--- src/sv/rrts_pkg.sv ---
// shared constants, codes and controller/datapath interface types
// for the round-robin task scheduler; no dependencies
package rrts_pkg;

    localparam int TABLE_DEPTH = 16;
    localparam int IDX_W       = $clog2(TABLE_DEPTH);
    localparam int CNT_W       = $clog2(TABLE_DEPTH + 1);
    localparam int PID_W       = 16;
    localparam int SLICE_W     = 8;
    localparam int TICKS_W     = 32;

    localparam logic [1:0] CMD_TICK   = 2'd0;
    localparam logic [1:0] CMD_YIELD  = 2'd1;
    localparam logic [1:0] CMD_CREATE = 2'd2;
    localparam logic [1:0] CMD_KILL   = 2'd3;

    localparam logic [1:0] TS_READY   = 2'd0;
    localparam logic [1:0] TS_RUNNING = 2'd1;
    localparam logic [1:0] TS_BLOCKED = 2'd2;
    localparam logic [1:0] TS_DEAD    = 2'd3;

    localparam logic [1:0] STAT_OK        = 2'd0;
    localparam logic [1:0] STAT_FULL      = 2'd1;
    localparam logic [1:0] STAT_NOT_FOUND = 2'd2;
    localparam logic [1:0] STAT_PROTECTED = 2'd3;

    localparam logic CFG_IDLE_SLICE = 1'b0;
    localparam logic CFG_TASK_SLICE = 1'b1;

    localparam logic [PID_W-1:0]   IDLE_PID       = 16'd1;
    localparam logic [PID_W-1:0]   FIRST_PID      = 16'd2;
    localparam logic [SLICE_W-1:0] IDLE_SLICE_RST = 8'd10;
    localparam logic [SLICE_W-1:0] TASK_SLICE_RST = 8'd20;

    typedef struct packed {
        logic accept;
        logic scan_zero;
        logic tick;
        logic create;
        logic kill_step;
        logic rs_start;
        logic rs_step;
        logic rs_fin;
    } t_dp_cmd;

    typedef struct packed {
        logic expired;
        logic kill_done;
        logic rs_hit;
        logic rs_wrap;
    } t_dp_stat;

endpackage

--- src/sv/rrts_ctrl.sv ---
// command sequencer of the round-robin task scheduler
// depends on rrts_pkg for the command codes and datapath interface types
module rrts_ctrl (
    input  logic               i_clk,
    input  logic               i_rst_n,
    input  logic               i_start,
    input  logic [1:0]         i_cmd,
    input  rrts_pkg::t_dp_stat i_stat,
    output rrts_pkg::t_dp_cmd  o_cmd,
    output logic               o_busy,
    output logic               o_valid
);

    typedef enum logic [7:0] {
        S_IDLE     = 8'b0000_0001,
        S_TICK     = 8'b0000_0010,
        S_CREATE   = 8'b0000_0100,
        S_KILL     = 8'b0000_1000,
        S_RS_START = 8'b0001_0000,
        S_RS_SCAN  = 8'b0010_0000,
        S_RS_FIN   = 8'b0100_0000,
        S_DONE     = 8'b1000_0000
    } t_state;

    t_state r_state;
    t_state n_state;

    always_ff @(posedge i_clk) begin
        if (!i_rst_n) begin
            r_state <= S_IDLE;
        end else begin
            r_state <= n_state;
        end
    end

    always_comb begin
        n_state = r_state;
        o_cmd   = '0;
        unique case (r_state)
            S_IDLE: begin
                if (i_start) begin
                    o_cmd.accept    = 1'b1;
                    o_cmd.scan_zero = (i_cmd == rrts_pkg::CMD_KILL);
                    unique case (i_cmd)
                        rrts_pkg::CMD_TICK:   n_state = S_TICK;
                        rrts_pkg::CMD_YIELD:  n_state = S_RS_START;
                        rrts_pkg::CMD_CREATE: n_state = S_CREATE;
                        rrts_pkg::CMD_KILL:   n_state = S_KILL;
                        default:              n_state = S_IDLE;
                    endcase
                end
            end
            S_TICK: begin
                o_cmd.tick = 1'b1;
                n_state    = i_stat.expired ? S_RS_START : S_DONE;
            end
            S_CREATE: begin
                o_cmd.create = 1'b1;
                n_state      = S_DONE;
            end
            S_KILL: begin
                o_cmd.kill_step = 1'b1;
                if (i_stat.kill_done) begin
                    n_state = S_DONE;
                end
            end
            S_RS_START: begin
                o_cmd.rs_start = 1'b1;
                n_state        = i_stat.rs_wrap ? S_RS_FIN : S_RS_SCAN;
            end
            S_RS_SCAN: begin
                o_cmd.rs_step = 1'b1;
                if (i_stat.rs_hit || i_stat.rs_wrap) begin
                    n_state = S_RS_FIN;
                end
            end
            S_RS_FIN: begin
                o_cmd.rs_fin = 1'b1;
                n_state      = S_DONE;
            end
            S_DONE: begin
                n_state = S_IDLE;
            end
            default: begin
                n_state = S_IDLE;
            end
        endcase
    end

    assign o_busy  = (r_state != S_IDLE);
    assign o_valid = (r_state == S_DONE);

endmodule

--- src/sv/rrts_dpath.sv ---
// task table, slice counters, scan pointer and result registers
// depends on rrts_pkg; driven by rrts_ctrl through t_dp_cmd / t_dp_stat
module rrts_dpath (
    input  logic                         i_clk,
    input  logic                         i_rst_n,
    input  rrts_pkg::t_dp_cmd            i_cmd,
    output rrts_pkg::t_dp_stat           o_stat,
    input  logic [rrts_pkg::PID_W-1:0]   i_target_pid,
    input  logic                         i_cfg_we,
    input  logic                         i_cfg_index,
    input  logic [rrts_pkg::SLICE_W-1:0] i_cfg_data,
    output logic [1:0]                   o_status,
    output logic [rrts_pkg::PID_W-1:0]   o_new_pid,
    output logic [rrts_pkg::PID_W-1:0]   o_current_pid,
    output logic                         o_rescheduled
);

    logic [1:0]                   r_status [rrts_pkg::TABLE_DEPTH];
    logic [rrts_pkg::PID_W-1:0]   r_ident  [rrts_pkg::TABLE_DEPTH];
    logic [rrts_pkg::SLICE_W-1:0] r_slice  [rrts_pkg::TABLE_DEPTH];
    logic [rrts_pkg::TICKS_W-1:0] r_ticks  [rrts_pkg::TABLE_DEPTH];

    logic [rrts_pkg::CNT_W-1:0]   r_live;
    logic [rrts_pkg::IDX_W-1:0]   r_cur;
    logic [rrts_pkg::PID_W-1:0]   r_cur_pid;
    logic [rrts_pkg::PID_W-1:0]   r_pid_ctr;
    logic [rrts_pkg::IDX_W-1:0]   r_scan;
    logic [rrts_pkg::IDX_W-1:0]   r_pick;
    logic [rrts_pkg::PID_W-1:0]   r_pick_pid;
    logic [rrts_pkg::PID_W-1:0]   r_target;
    logic [rrts_pkg::SLICE_W-1:0] r_idle_slice;
    logic [rrts_pkg::SLICE_W-1:0] r_task_slice;
    logic [1:0]                   r_res_status;
    logic [rrts_pkg::PID_W-1:0]   r_res_new_pid;
    logic                         r_res_resched;

    logic [rrts_pkg::CNT_W-1:0]   scan_inc;
    logic [rrts_pkg::IDX_W-1:0]   scan_next;
    logic [1:0]                   scan_st;
    logic [rrts_pkg::PID_W-1:0]   scan_id;
    logic                         kill_idle;
    logic                         kill_hit;
    logic                         kill_last;
    logic [rrts_pkg::SLICE_W-1:0] slice_inc;
    logic [rrts_pkg::SLICE_W-1:0] slice_lim;
    logic                         expired;
    logic                         table_full;
    logic                         do_create;
    logic [rrts_pkg::IDX_W-1:0]   slot;
    logic                         st_we;
    logic [rrts_pkg::IDX_W-1:0]   st_addr;
    logic [1:0]                   st_data;

    assign scan_inc  = rrts_pkg::CNT_W'(r_scan) + rrts_pkg::CNT_W'(1);
    assign scan_next = (scan_inc >= r_live) ? '0 : scan_inc[rrts_pkg::IDX_W-1:0];
    assign scan_st   = r_status[r_scan];
    assign scan_id   = r_ident[r_scan];

    assign kill_idle = (r_target == rrts_pkg::IDLE_PID);
    assign kill_hit  = (scan_id == r_target);
    assign kill_last = (scan_inc == r_live);

    assign slice_inc = r_slice[r_cur] + rrts_pkg::SLICE_W'(1);
    assign slice_lim = (r_cur == '0) ? r_idle_slice : r_task_slice;
    assign expired   = (slice_inc >= slice_lim);

    assign table_full = (r_live >= rrts_pkg::CNT_W'(rrts_pkg::TABLE_DEPTH));
    assign do_create  = i_cmd.create && !table_full;
    assign slot       = r_live[rrts_pkg::IDX_W-1:0];

    assign o_stat.expired   = expired;
    assign o_stat.kill_done = kill_idle || kill_hit || kill_last;
    assign o_stat.rs_hit    = (scan_st == rrts_pkg::TS_READY) ||
                              (scan_st == rrts_pkg::TS_RUNNING);
    assign o_stat.rs_wrap   = (scan_next == r_cur);

    always_comb begin
        st_we   = 1'b0;
        st_addr = r_scan;
        st_data = rrts_pkg::TS_READY;
        if (i_cmd.kill_step && !kill_idle && kill_hit) begin
            st_we   = 1'b1;
            st_data = rrts_pkg::TS_DEAD;
        end else if (do_create) begin
            st_we   = 1'b1;
            st_addr = slot;
        end else if (i_cmd.rs_start && scan_st == rrts_pkg::TS_RUNNING) begin
            st_we   = 1'b1;
        end else if (i_cmd.rs_fin) begin
            st_we   = 1'b1;
            st_addr = r_pick;
            st_data = rrts_pkg::TS_RUNNING;
        end
    end

    // only the idle entry has a defined reset value in status and pid
    always_ff @(posedge i_clk) begin
        if (!i_rst_n) begin
            r_status[0] <= rrts_pkg::TS_READY;
            r_ident[0]  <= rrts_pkg::IDLE_PID;
        end else begin
            if (st_we) begin
                r_status[st_addr] <= st_data;
            end
            if (do_create) begin
                r_ident[slot] <= r_pid_ctr;
            end
        end
    end

    always_ff @(posedge i_clk) begin
        if (!i_rst_n) begin
            for (int k = 0; k < rrts_pkg::TABLE_DEPTH; k++) begin
                r_slice[k] <= '0;
                r_ticks[k] <= '0;
            end
        end else if (i_cmd.tick) begin
            r_slice[r_cur] <= expired ? '0 : slice_inc;
            r_ticks[r_cur] <= r_ticks[r_cur] + rrts_pkg::TICKS_W'(1);
        end else if (do_create) begin
            r_slice[slot] <= '0;
            r_ticks[slot] <= '0;
        end
    end

    always_ff @(posedge i_clk) begin
        if (!i_rst_n) begin
            r_live        <= rrts_pkg::CNT_W'(1);
            r_cur         <= '0;
            r_cur_pid     <= rrts_pkg::IDLE_PID;
            r_pid_ctr     <= rrts_pkg::FIRST_PID;
            r_scan        <= '0;
            r_pick        <= '0;
            r_pick_pid    <= '0;
            r_target      <= '0;
            r_idle_slice  <= rrts_pkg::IDLE_SLICE_RST;
            r_task_slice  <= rrts_pkg::TASK_SLICE_RST;
            r_res_status  <= rrts_pkg::STAT_OK;
            r_res_new_pid <= '0;
            r_res_resched <= 1'b0;
        end else begin
            if (i_cfg_we) begin
                if (i_cfg_index == rrts_pkg::CFG_IDLE_SLICE) begin
                    r_idle_slice <= i_cfg_data;
                end else begin
                    r_task_slice <= i_cfg_data;
                end
            end
            if (i_cmd.accept) begin
                r_target      <= i_target_pid;
                r_scan        <= i_cmd.scan_zero ? '0 : r_cur;
                r_res_status  <= rrts_pkg::STAT_OK;
                r_res_new_pid <= '0;
                r_res_resched <= 1'b0;
            end
            if (i_cmd.create) begin
                if (table_full) begin
                    r_res_status <= rrts_pkg::STAT_FULL;
                end else begin
                    r_res_new_pid <= r_pid_ctr;
                    r_pid_ctr     <= r_pid_ctr + rrts_pkg::PID_W'(1);
                    r_live        <= r_live + rrts_pkg::CNT_W'(1);
                end
            end
            if (i_cmd.kill_step) begin
                if (kill_idle) begin
                    r_res_status <= rrts_pkg::STAT_PROTECTED;
                end else if (!kill_hit) begin
                    if (kill_last) begin
                        r_res_status <= rrts_pkg::STAT_NOT_FOUND;
                    end else begin
                        r_scan <= scan_next;
                    end
                end
            end
            if (i_cmd.rs_start) begin
                r_res_resched <= 1'b1;
                r_pick        <= r_scan;
                r_pick_pid    <= r_cur_pid;
                r_scan        <= scan_next;
            end
            if (i_cmd.rs_step) begin
                if (o_stat.rs_hit) begin
                    r_pick     <= r_scan;
                    r_pick_pid <= scan_id;
                end else begin
                    r_scan <= scan_next;
                end
            end
            if (i_cmd.rs_fin) begin
                r_cur     <= r_pick;
                r_cur_pid <= r_pick_pid;
            end
        end
    end

    assign o_status      = r_res_status;
    assign o_new_pid     = r_res_new_pid;
    assign o_current_pid = r_cur_pid;
    assign o_rescheduled = r_res_resched;

endmodule

--- src/sv/round_robin_task_scheduler.sv ---
// top level of the round-robin task scheduler
// depends on rrts_pkg, rrts_ctrl and rrts_dpath
//
// Command channel: a command (i_cmd, i_target_pid) is taken at a rising edge
// with i_start high and o_busy low. o_busy stays high until the result has
// been shown. Each command gives exactly one result: o_valid is high for one
// cycle with o_status, o_new_pid, o_current_pid and o_rescheduled, and the
// transfer completes at the end of that cycle; the receiver cannot stall it.
// States from acceptance to o_valid (o_busy is low again in the cycle after):
//   tick without slice expiry: S_TICK, S_DONE; create: S_CREATE, S_DONE
//   kill: S_KILL once per entry scanned (1 to live task count), S_DONE
//   yield: S_RS_START, S_RS_SCAN once per entry scanned after the current one
//   (0 to live count - 1), S_RS_FIN, S_DONE; a tick with expiry adds S_TICK first
// The table is scanned one entry per cycle through a single scan pointer.
// Configuration channel: i_cfg_valid with i_cfg_index (0 idle slice,
// 1 task slice) and i_cfg_data; o_cfg_ready is always high, and writes are
// meant to land only while no command is in flight.
// Reset (i_rst_n low, synchronous) leaves the idle task, pid 1, alone in the
// table with slices 10 and 20 and the next pid at 2; no clearing pass.
module round_robin_task_scheduler (
    input  logic                         i_clk,
    input  logic                         i_rst_n,
    input  logic                         i_start,
    output logic                         o_busy,
    input  logic [1:0]                   i_cmd,
    input  logic [rrts_pkg::PID_W-1:0]   i_target_pid,
    output logic                         o_valid,
    output logic [1:0]                   o_status,
    output logic [rrts_pkg::PID_W-1:0]   o_new_pid,
    output logic [rrts_pkg::PID_W-1:0]   o_current_pid,
    output logic                         o_rescheduled,
    input  logic                         i_cfg_valid,
    output logic                         o_cfg_ready,
    input  logic                         i_cfg_index,
    input  logic [rrts_pkg::SLICE_W-1:0] i_cfg_data
);

    rrts_pkg::t_dp_cmd  dp_cmd;
    rrts_pkg::t_dp_stat dp_stat;

    assign o_cfg_ready = 1'b1;

    rrts_ctrl u_ctrl (
        .i_clk   (i_clk),
        .i_rst_n (i_rst_n),
        .i_start (i_start),
        .i_cmd   (i_cmd),
        .i_stat  (dp_stat),
        .o_cmd   (dp_cmd),
        .o_busy  (o_busy),
        .o_valid (o_valid)
    );

    rrts_dpath u_dpath (
        .i_clk         (i_clk),
        .i_rst_n       (i_rst_n),
        .i_cmd         (dp_cmd),
        .o_stat        (dp_stat),
        .i_target_pid  (i_target_pid),
        .i_cfg_we      (i_cfg_valid),
        .i_cfg_index   (i_cfg_index),
        .i_cfg_data    (i_cfg_data),
        .o_status      (o_status),
        .o_new_pid     (o_new_pid),
        .o_current_pid (o_current_pid),
        .o_rescheduled (o_rescheduled)
    );

`ifndef SYNTHESIS
    a_accept_busy: assert property (@(posedge i_clk) disable iff (!i_rst_n)
        (i_start && !o_busy) |=> (o_busy && !o_valid))
        else $error("accepted command did not raise busy");

    a_done_release: assert property (@(posedge i_clk) disable iff (!i_rst_n)
        o_valid |=> !o_busy)
        else $error("busy held after result transfer");

    a_resched_ok: assert property (@(posedge i_clk) disable iff (!i_rst_n)
        (o_valid && o_rescheduled) |-> (o_status == rrts_pkg::STAT_OK))
        else $error("reschedule reported with error status");

    a_pid_on_ok: assert property (@(posedge i_clk) disable iff (!i_rst_n)
        (o_valid && o_status != rrts_pkg::STAT_OK) |-> (o_new_pid == '0))
        else $error("new pid given on failed command");
`endif

endmodule

--- config.mk ---
export PLATFORM = sky130hd
export DESIGN_NAME = round_robin_task_scheduler
export DESIGN_NICKNAME = d
export VERILOG_FILES = /design/src/sv/rrts_pkg.sv /design/src/sv/rrts_ctrl.sv /design/src/sv/rrts_dpath.sv /design/src/sv/round_robin_task_scheduler.sv
export SDC_FILE = /design/constraint.sdc
export NUM_CORES = 1
export LEC_CHECK = 0
export CAP_MARGIN = 20
export CORE_ASPECT_RATIO = 0.6
export CORE_MARGIN = 5
export CORE_UTILIZATION = 63
export CTS_CLUSTER_SIZE = 14
export DETAILED_ROUTE_END_ITERATION = 8
export DONT_BUFFER_PORTS = 1
export PLACE_DENSITY_LB_ADDON = 0.08
export SLEW_MARGIN = 10
export SYNTH_ARGS = -nofsm -noshare
export SYNTH_HDL_FRONTEND = slang
export SYNTH_SLANG_ARGS = --single-unit
--- constraint.sdc ---
create_clock -name i_clk -period 5.3 [get_ports i_clk]
set_clock_uncertainty 0.15 [all_clocks]
set_input_delay 1.06 -clock i_clk [delete_from_list [all_inputs] [get_ports i_clk]]
set_output_delay 1.06 -clock i_clk [all_outputs]
set_load 0.005 [all_outputs]
---- Word-level counts from Yosys, hierarchy flattened ----
Memories as Yosys holds them, arrays and structs flattened. A register that Yosys moved wholly into a read port is not among the register bits.
Index checks and enable logic that the tools add are counted.
cells by class
  eq/ne operators ......................... 20
  reductions and logical operators ........ 23
  bitwise operators ....................... 2
  $add $sub $neg .......................... 4
  mux-type cells .......................... 86
  $lt $le $gt $ge ......................... 3
operators by type and width
  kind                   count
  $mux 16                7
  $mux 4                 25
  $mux 8                 8
  $pmux 8 s6             1
  $pmux 8 s4             1
  $mux 1                 30
  $mux 2                 13
  $add 16x1->16 const B  1
  $eq 16x1->1 const B    1
  $eq 16x16->1           1
  $reduce_or 16->1       1
  $reduce_or 8->1        2
  $add 8x1->8 const B    1
  $eq 8x1->1 const B     1
  $eq 8x2->1 const B     1
  $eq 8x3->1 const B     1
  $eq 8x4->1 const B     1
  $eq 8x5->1 const B     1
  $eq 8x6->1 const B     1
  $eq 8x7->1 const B     1
  $eq 8x8->1 const B     1
  $ge 8x8->1             1
  $ne 8x1->1 const B     1
  $mux 7                 1
  20 further kinds       35
word-level totals
  word-level logic and storage cells ...... 155
  input bits .............................. 31
  register bits ........................... 124
  output and inout port bits .............. 38
  memories kept ........................... 3
  memory bits (writable) .................. 416
memories
  memory            words  width  rd ports  clocked after Yosys merged registers in  write ports  line              RTL
  u_dpath.r_ident   16     16     1         1                                        1            rrts_dpath.sv:19  logic [rrts_pkg::PID_W-1:0] r_ident [rrts_pkg::TABLE_DEPTH];
  u_dpath.r_slice   16     8      1         1                                        16           rrts_dpath.sv:20  logic [rrts_pkg::SLICE_W-1:0] r_slice [rrts_pkg::TABLE_DEPTH];
  u_dpath.r_status  16     2      1         1                                        1            rrts_dpath.sv:18  logic [1:0] r_status [rrts_pkg::TABLE_DEPTH];

---- Logic depth before layout (Yosys ltp) ----
Gate-level depths: netlist of run 1.
  word-level depth ........................ 13
  gate-level depth with buffers ........... 17
  mapped depth without buffers ............ 12

---- By module ----
From an unflattened synthesis of run 1, not the netlist that was laid out.
unflattened totals
  cells, all modules ...................... 1757
  area total of the unflattened synthesis .. 23933.0 µm²
by module, submodules not included
  module                      area an instance (µm²)  times used  sequential area each (µm²)  cells each
  rrts_dpath                  23326.1                 1           14894.3                     1685
  rrts_ctrl                   595.6                   1           160.2                       70
  round_robin_task_scheduler  11.3                    1           0.0                         2

---- Worst setup path after synthesis of run 1 ----
OpenSTA, ideal clock, no wires.
  kind .................................... register to register
  from .................................... register with a tool-made name
  to ...................................... memory u_dpath.r_slice[4][0] in the netlist's numbering (data pin)
  cell stages (with the launch flop) ...... 18
  path slack .............................. 874 ps
  buffers on the path ..................... 5
  data required time ...................... 5005 ps
  setup time .............................. 145 ps
  clock period less this slack ............ 4426 ps
  arrival ................................. 4131 ps
  path through ............................ dfxtp_1 buf_2 buf_6 buf_6 mux4_2 mux4_2 ha_1 ha_1 a21o_1 a21o_1 a21o_1 a21o_1 a21oi_1 o211ai_1 or2_2 clkbuf_1 clkbuf_1 nor2_1
RTL lines
  item       line
  to (decl)  rrts_dpath.sv:20

==> results.toml, run 1 <==
[floorplanning]
num_rows = 54
die_w_um = 258
coreArea_um2 = 36300
die_y_um = 159
dieArea_um2 = 40900
start_util_pct = 63.9
io_pins = 69

[status]
status = "finished clean"

[global_routing]
gr-usage-met1_pct = 46.1
busiest_layer = "met1"
grt_pass1_wl_mm = 90.5
grt.total_usage_pct = 30.2
grt_remaining_overflow = 0
antenna_found_initial = 0
grt_pass1_vias = 13972
grtUsageMet2_pct = 40.4
grt_max_degree = 61
grtUsageMet3_pct = 13.6

[finish]
fill_cells = 2393
nNetsFinal = 1773
mostFrequentLayoutCell = "edfxtp_1"
drive_above_1_share_pct = 15.5
area_growth_pct = 9.63
final_cell_mix = "edfxtp_1 (416), nand2_1 (227), nor2_1 (189), dfxtp_1 (124), mux4_2 (93)"
antenna_cells = 0

[synthesis]
netlist_area_um2 = 23200
synth_edf_count = 416
synthFlopType = "edfxtp_1"
syn-num-nets = 1764
synth_seq_area_share_pct = 64.8
yosysWarnings = 0
synth-async-reset-ratio_pct = 0
synthCells = 1715
synth_area_per_cell_um2 = 13.5
synth-seq-cells = 544
yosysUniqueCellTypes = 69

[sta]
setup-violations-final = 0
post-route-period-util_pct = 90.8
relSlewSlack_pct = 34.4
rsz0062_at_grt = "false"
fin_setup_tns_ns = 0
hold_violations = 0
max_freq_mhz = 208
period_minus_slack_ns = 4.81
maxSlewViolCount = 0
tightest_slew_ns = 0.981

[routing]
drt_iter0_markers = 2170
drc = 0
post_drt_wl_per_cell_um = 27.5
vias = 14860
dr.pass1.iters = 6
ant_nets = 0
wl_mm = 61.7
vias_per_cell = 6.63

[critical_path]
required_ns = 5.58
rrSetupSlack_ns = 0.49
endpoint_kind = "flip-flop"
worstSetupPathType = "reg2reg"
crit_arrival_ns = 5.10
start_kind = "flip-flop"
crit_fanout = 16

[run]
cap_violations = 0

[power]
vdd_drop_max_v = 0.000229
p_clk_share_pct = 40.6
p_sw_mw = 1.82
swShare_pct = 21.7
power.density_nw_per_um2 = 329
p_leak_nw = 8.06
total_power_mw = 8.38
p_seq_share_pct = 55.5
p_comb_share_pct = 3.9
p_int_mw = 6.56

[min_path]
hold_class = "reg2reg"

[cts]
cts_root_buf = "clkbuf_16"
cts_tree = "yes"
clk_pin_slew_ns = 0.07
clk_latency_ns = 0.60
cts_sinks = 544
clock_path_buffers = 3
cts_setup_buffers = 0
post_cts_resized = 0
cts_inserted_buffers = 48
hold_buffers = 0
htree_levels = 2

[place]
gp_congestion = 0.939
portBuffers = 0
post-dp-hpwl_mm = 40.8
## power by group through the flow
stage / Combinational (mW) / Sequential [mW] / Clock, mW
floorplan: 0.223 / 4.72 / 0
global placement: 0.310 / 4.74 / 0
detailed placement: 0.315 / 4.74 / 0
CTS: 0.317 / 4.65 / 3.42
global route: 0.355 / 4.65 / 3.62
finish: 0.330 / 4.65 / 3.40
## cell type report
class / count / area, µm² / share of cell area, %
Timing Repair Buffer: 77 / 611 / 2.40
Tap cell: 476 / 596 / 2.34
Clock inverter: 16 / 131 / 0.516
Multi-Input combinational cell: 1038 / 7610 / 29.9
Clock buffer: 74 / 1380 / 5.42
Inverter: 15 / 57.6 / 0.226
Sequential cell: 544 / 15100 / 59.2
## layer usage
| metal | routed length (µm) | share of wire [%] |
|---|---|---|
| met1 | 25800 | 42 |
| met2 | 24800 | 40 |
| met3 | 10100 | 16 |
| met4 | 767 | 1.2 |
| met5 | 175 | 0.28 |
## synthesized netlist by cell type, types with 9 or more instances
cell / count / area [µm²]
edfxtp_1: 416 / 12500
nand2_1: 227 / 852
nor2_1: 201 / 754
dfxtp_1: 128 / 2560
mux4_2: 93 / 2090
mux2i_1: 77 / 771
clkbuf_1: 74 / 278
a21oi_1: 69 / 345
nand3_1: 35 / 175
nor3_1: 26 / 130
a22oi_1: 22 / 165
a21o_1: 20 / 150
a311oi_1: 20 / 175
and3_1: 20 / 125
xnor2_1: 20 / 175
ha_1: 18 / 225
nand2b_1: 18 / 113
o21ai_0: 17 / 85.1
nand4_1: 16 / 100
xor2_1: 16 / 140
buf_2: 15 / 75.1
inv_1: 14 / 52.6
buf_1: 11 / 41.3
or3_1: 10 / 62.6
nor4_1: 9 / 56.3
## metrics by stage
| stage | setup WS [ns] | cell area [µm²] | utilization, % | hold slack, ns | instances |
|---|---|---|---|---|---|
| after floorplan | 0.874 | 23200 | - | 0.282 | 1715 |
| after global placement | 0.685 | 23900 | 65.8 | 0.288 | 2148 |
| after detailed placement | 0.669 | 23900 | 65.8 | 0.294 | 2148 |
| after CTS | 0.621 | 25400 | 70.0 | 0.305 | 2238 |
| after global routing | 0.316 | 25500 | 70.0 | 0.322 | 2240 |
| final | 0.488 | 25500 | 70.0 | 0.305 | 2240 |
## sequential cells by signal, indices dropped and copies added, names as in the netlist, named ones only
register and cells:
u_dpath.r_status 32, u_dpath.r_pick 4, u_dpath.r_cur 4, u_dpath.r_pick_pid 16, u_dpath.r_pid_ctr 16, u_dpath.o_new_pid 16, u_dpath.o_current_pid 16, u_dpath.r_task_slice 8
u_ctrl.r_state 8, u_dpath.r_live 5, u_dpath.r_ident 256, u_dpath.r_slice 128, u_dpath.o_status 2, u_dpath.o_rescheduled 1, u_dpath.r_scan 4, u_dpath.r_idle_slice 8
u_dpath.r_target 16
## worst max-delay path: stages, from the launching register on
cell and delay [ns]:
dfxtp_2 0.71, mux4_2 0.58, mux4_2 0.55, ha_1 0.37, ha_1 0.31, a21o_1 0.16, a21o_1 0.16, a21o_1 0.16
a21o_1 0.17, a21oi_1 0.21, o211ai_1 0.35, nand2b_1 0.37, buf_4 0.25, nor2_1 0.13
## worst paths after layout
path                                   end                  start  cells after the start
setup / recovery    u_dpath.r_slice[15][6]              flip-flop                     13
hold / removal    u_dpath.o_current_pid[9]  u_dpath.r_pick_pid[9]                      2
setup reg to reg    u_dpath.r_slice[15][6]              flip-flop                     13
hold reg to reg   u_dpath.o_current_pid[9]  u_dpath.r_pick_pid[9]                      2
## cells by family (layout without fill, tap and decap cells)
logic type | count (synthesis) | in the layout | synth area share, %
simple gates | 612 | 612 | 11.9
flops | 544 | 544 | 64.8
compound gates | 199 | 199 | 5.85
mux | 172 | 172 | 12.4
buf+inv | 133 | 182 | 2.62
xor+xnor | 36 | 36 | 1.36
fa+ha+maj | 18 | 18 | 0.970
other cells | 1 | 1 | 0.0162
(Power assumes the default switching activity.)
==> run 2, diff against run 1 <==
- CORE_UTILIZATION: 63 -> 45
==> run 2 against run 1 <==
  * Worst hold slack worse by 0.0063 ns
  * Power is 2.6% higher
  * Largest power group unchanged
  * Routed wire length is 8.4% higher
  * Fmax is 4.8% higher
  * Non-clock buffer count is 1 lower
  * Die area is 38% higher
  * Design area is 1.5% higher
  * Combinational power is 2% lower
  * Flip-flop and latch count stayed put
  * Global-route usage is 6.3 points lower
  * Critical path depth stayed put
==> results.toml, run 2 (synthesis results as in run 1) <==
[finish]
mostFrequentLayoutCell = "edfxtp_1"
largest_reg_flops = 256
largest-register = "u_dpath.r_ident"
final_cell_mix = "edfxtp_1 (416), nand2_1 (227), nor2_1 (189), dfxtp_1 (124), mux4_2 (93)"
nNetsFinal = 1775
area_growth_pct = 11.3
multi_input_area_um2 = 7620
ff_latch_area_um2 = 15100
reg_top3 = "u_dpath.r_ident (256), u_dpath.r_slice (128), u_dpath.r_status (32)"
drive_above_1_share_pct = 15.6
fin_cells = 2462
fill_cells = 4368

[floorplanning]
dieArea_um2 = 56400
io_pins = 69
start_util_pct = 45.5
num_rows = 64
coreArea_um2 = 51000
die_y_um = 186
die_w_um = 303

[place]
portBuffers = 0
post-dp-hpwl_mm = 43.9
dp_cells = 2365
gp_congestion = 0.860

[critical_path]
path_cells = "mux4_2 > mux4_2 > ha_1 > ha_1 > a21o_1 > a21o_1 > a21o_1 > a21o_1 > a21oi_1 > o211ai_1 > nand2b_1 > buf_4 > nor2_1"
worstSetupPathType = "reg2reg"
reg2reg_depth = 13
endpoint_kind = "flip-flop"
rrSetupSlack_ns = 0.71
path_common_cell = "a21o_1"
cp_num_buf_inv = 1
cpMaxStageDelayCell = "dfxtp_2"
crit_arrival_ns = 4.88
start_kind = "flip-flop"
cp_top_family = "compound AO/OA/AOI/OAI gates"
required_ns = 5.59
crit_fanout = 16
rr_endpoint = "u_dpath.r_slice[9][4]"
cpPeakStageDelay_ns = 0.63

[sta]
setup-violations-final = 0
period_minus_slack_ns = 4.59
post-route-period-util_pct = 86.6
hold_violations = 0
fin_setup_tns_ns = 0
rsz0062_at_grt = "false"
max_freq_mhz = 218
relSlewSlack_pct = 33.8
maxSlewViolCount = 0
tightest_slew_ns = 0.993
holdWs_ns = 0.299

[global_routing]
grt_max_degree = 83
grt.total_usage_pct = 23.8
grt_remaining_overflow = 0
grt_pass1_wl_mm = 97.8
antenna_found_initial = 0
grt_pass1_vias = 14002

[cts]
clk_latency_ns = 0.59
cts_tree = "yes"
cts_sinks = 544
cts_root_buf = "clkbuf_16"
clock_path_buffers = 3
hold_buffers = 0
clk_pin_slew_ns = 0.07
cts_setup_buffers = 0
cts_inserted_buffers = 51
post_cts_resized = 0
htree_levels = 2

[power]
vdd_drop_max_v = 0.000257
power.density_nw_per_um2 = 333
p_leak_nw = 8.11

[min_path]
min_to = "u_dpath.o_current_pid[1]"
min_from = "u_dpath.r_pick_pid[1]"
hold_class = "reg2reg"
hold_path_depth = 2

[routing]
post_drt_wl_per_cell_um = 27.2
vias = 14579
dr.pass1.iters = 6
drc = 0
vias_per_cell = 5.92
ant_nets = 0
wl_mm = 66.9
drt_iter0_markers = 1777

[run]
cap_violations = 0

[status]
status = "finished clean"
## run 2: cell count changes in the layout (fill, tap and decap cells not counted), sizes merged
| cell | change |
|---|---|
| inv | -2 |
| clkinv | +13 |
| clkbuf | -9 |
| buf | -1 |
| diode | +1 |
| bufinv | +3 |
## run 2: per-stage QoR
step                setup WS (ns)  instance area, µm²  utilization, %  total power [mW]
floorplan                   0.874               23200               -              4.94
global placement            0.824               24200            47.4              5.06
detailed placement          0.738               24200            47.4              5.06
CTS                         0.700               25800            50.6              8.67
global route                0.444               25800            50.6              8.90
finish                      0.710               25800            50.7              8.60
## run 2: how the worst max path moves through the flow
stage                              to  depth (start not counted)      start
3_5_place_dp    u_dpath.r_slice[9][4]                         13  flip-flop
6_report        u_dpath.r_slice[9][4]                         13  flip-flop
5_1_grt        u_dpath.r_slice[14][4]                         13  flip-flop
3_3_place_gp    u_dpath.r_slice[6][4]                         13  flip-flop
4_1_cts         u_dpath.r_slice[9][4]                         13  flip-flop
2_1_floorplan   u_dpath.r_slice[4][0]                         17  flip-flop
## run 2: where the power goes
group	internal, mW	switching, mW	total (mW)
Clock	2.01	1.62	3.63
Sequential	4.61	0.0450	4.65
Combinational	0.0987	0.224	0.323
## run 2: routing by layer
metal	up-vias	routed length [µm]	global-route usage, %
met5	-	0	0
met4	0	954	3.84
met3	67	5750	4.86
met2	595	26600	32.1
met1	7478	33600	39.9
li1	6439	-	-
## run 2: final cells by class
cell class | count | area share, %
antenna | 1 | 0.00969
clock buffer | 65 | 5.23
clock inverter | 30 | 1.08
inverter | 15 | 0.223
multi-input combinational | 1038 | 29.5
sequential | 544 | 58.3
tap | 693 | 3.36
timing repair buffer | 76 | 2.31
## run 2: worst reg2reg max path: stages (launching register included)
cell and delay, ns:
dfxtp_2 0.63, mux4_2 0.57, mux4_2 0.57, ha_1 0.37, ha_1 0.30, a21o_1 0.15
a21o_1 0.17, a21o_1 0.17, a21o_1 0.16, a21oi_1 0.23, o211ai_1 0.29, nand2b_1 0.33
buf_4 0.24, nor2_1 0.13
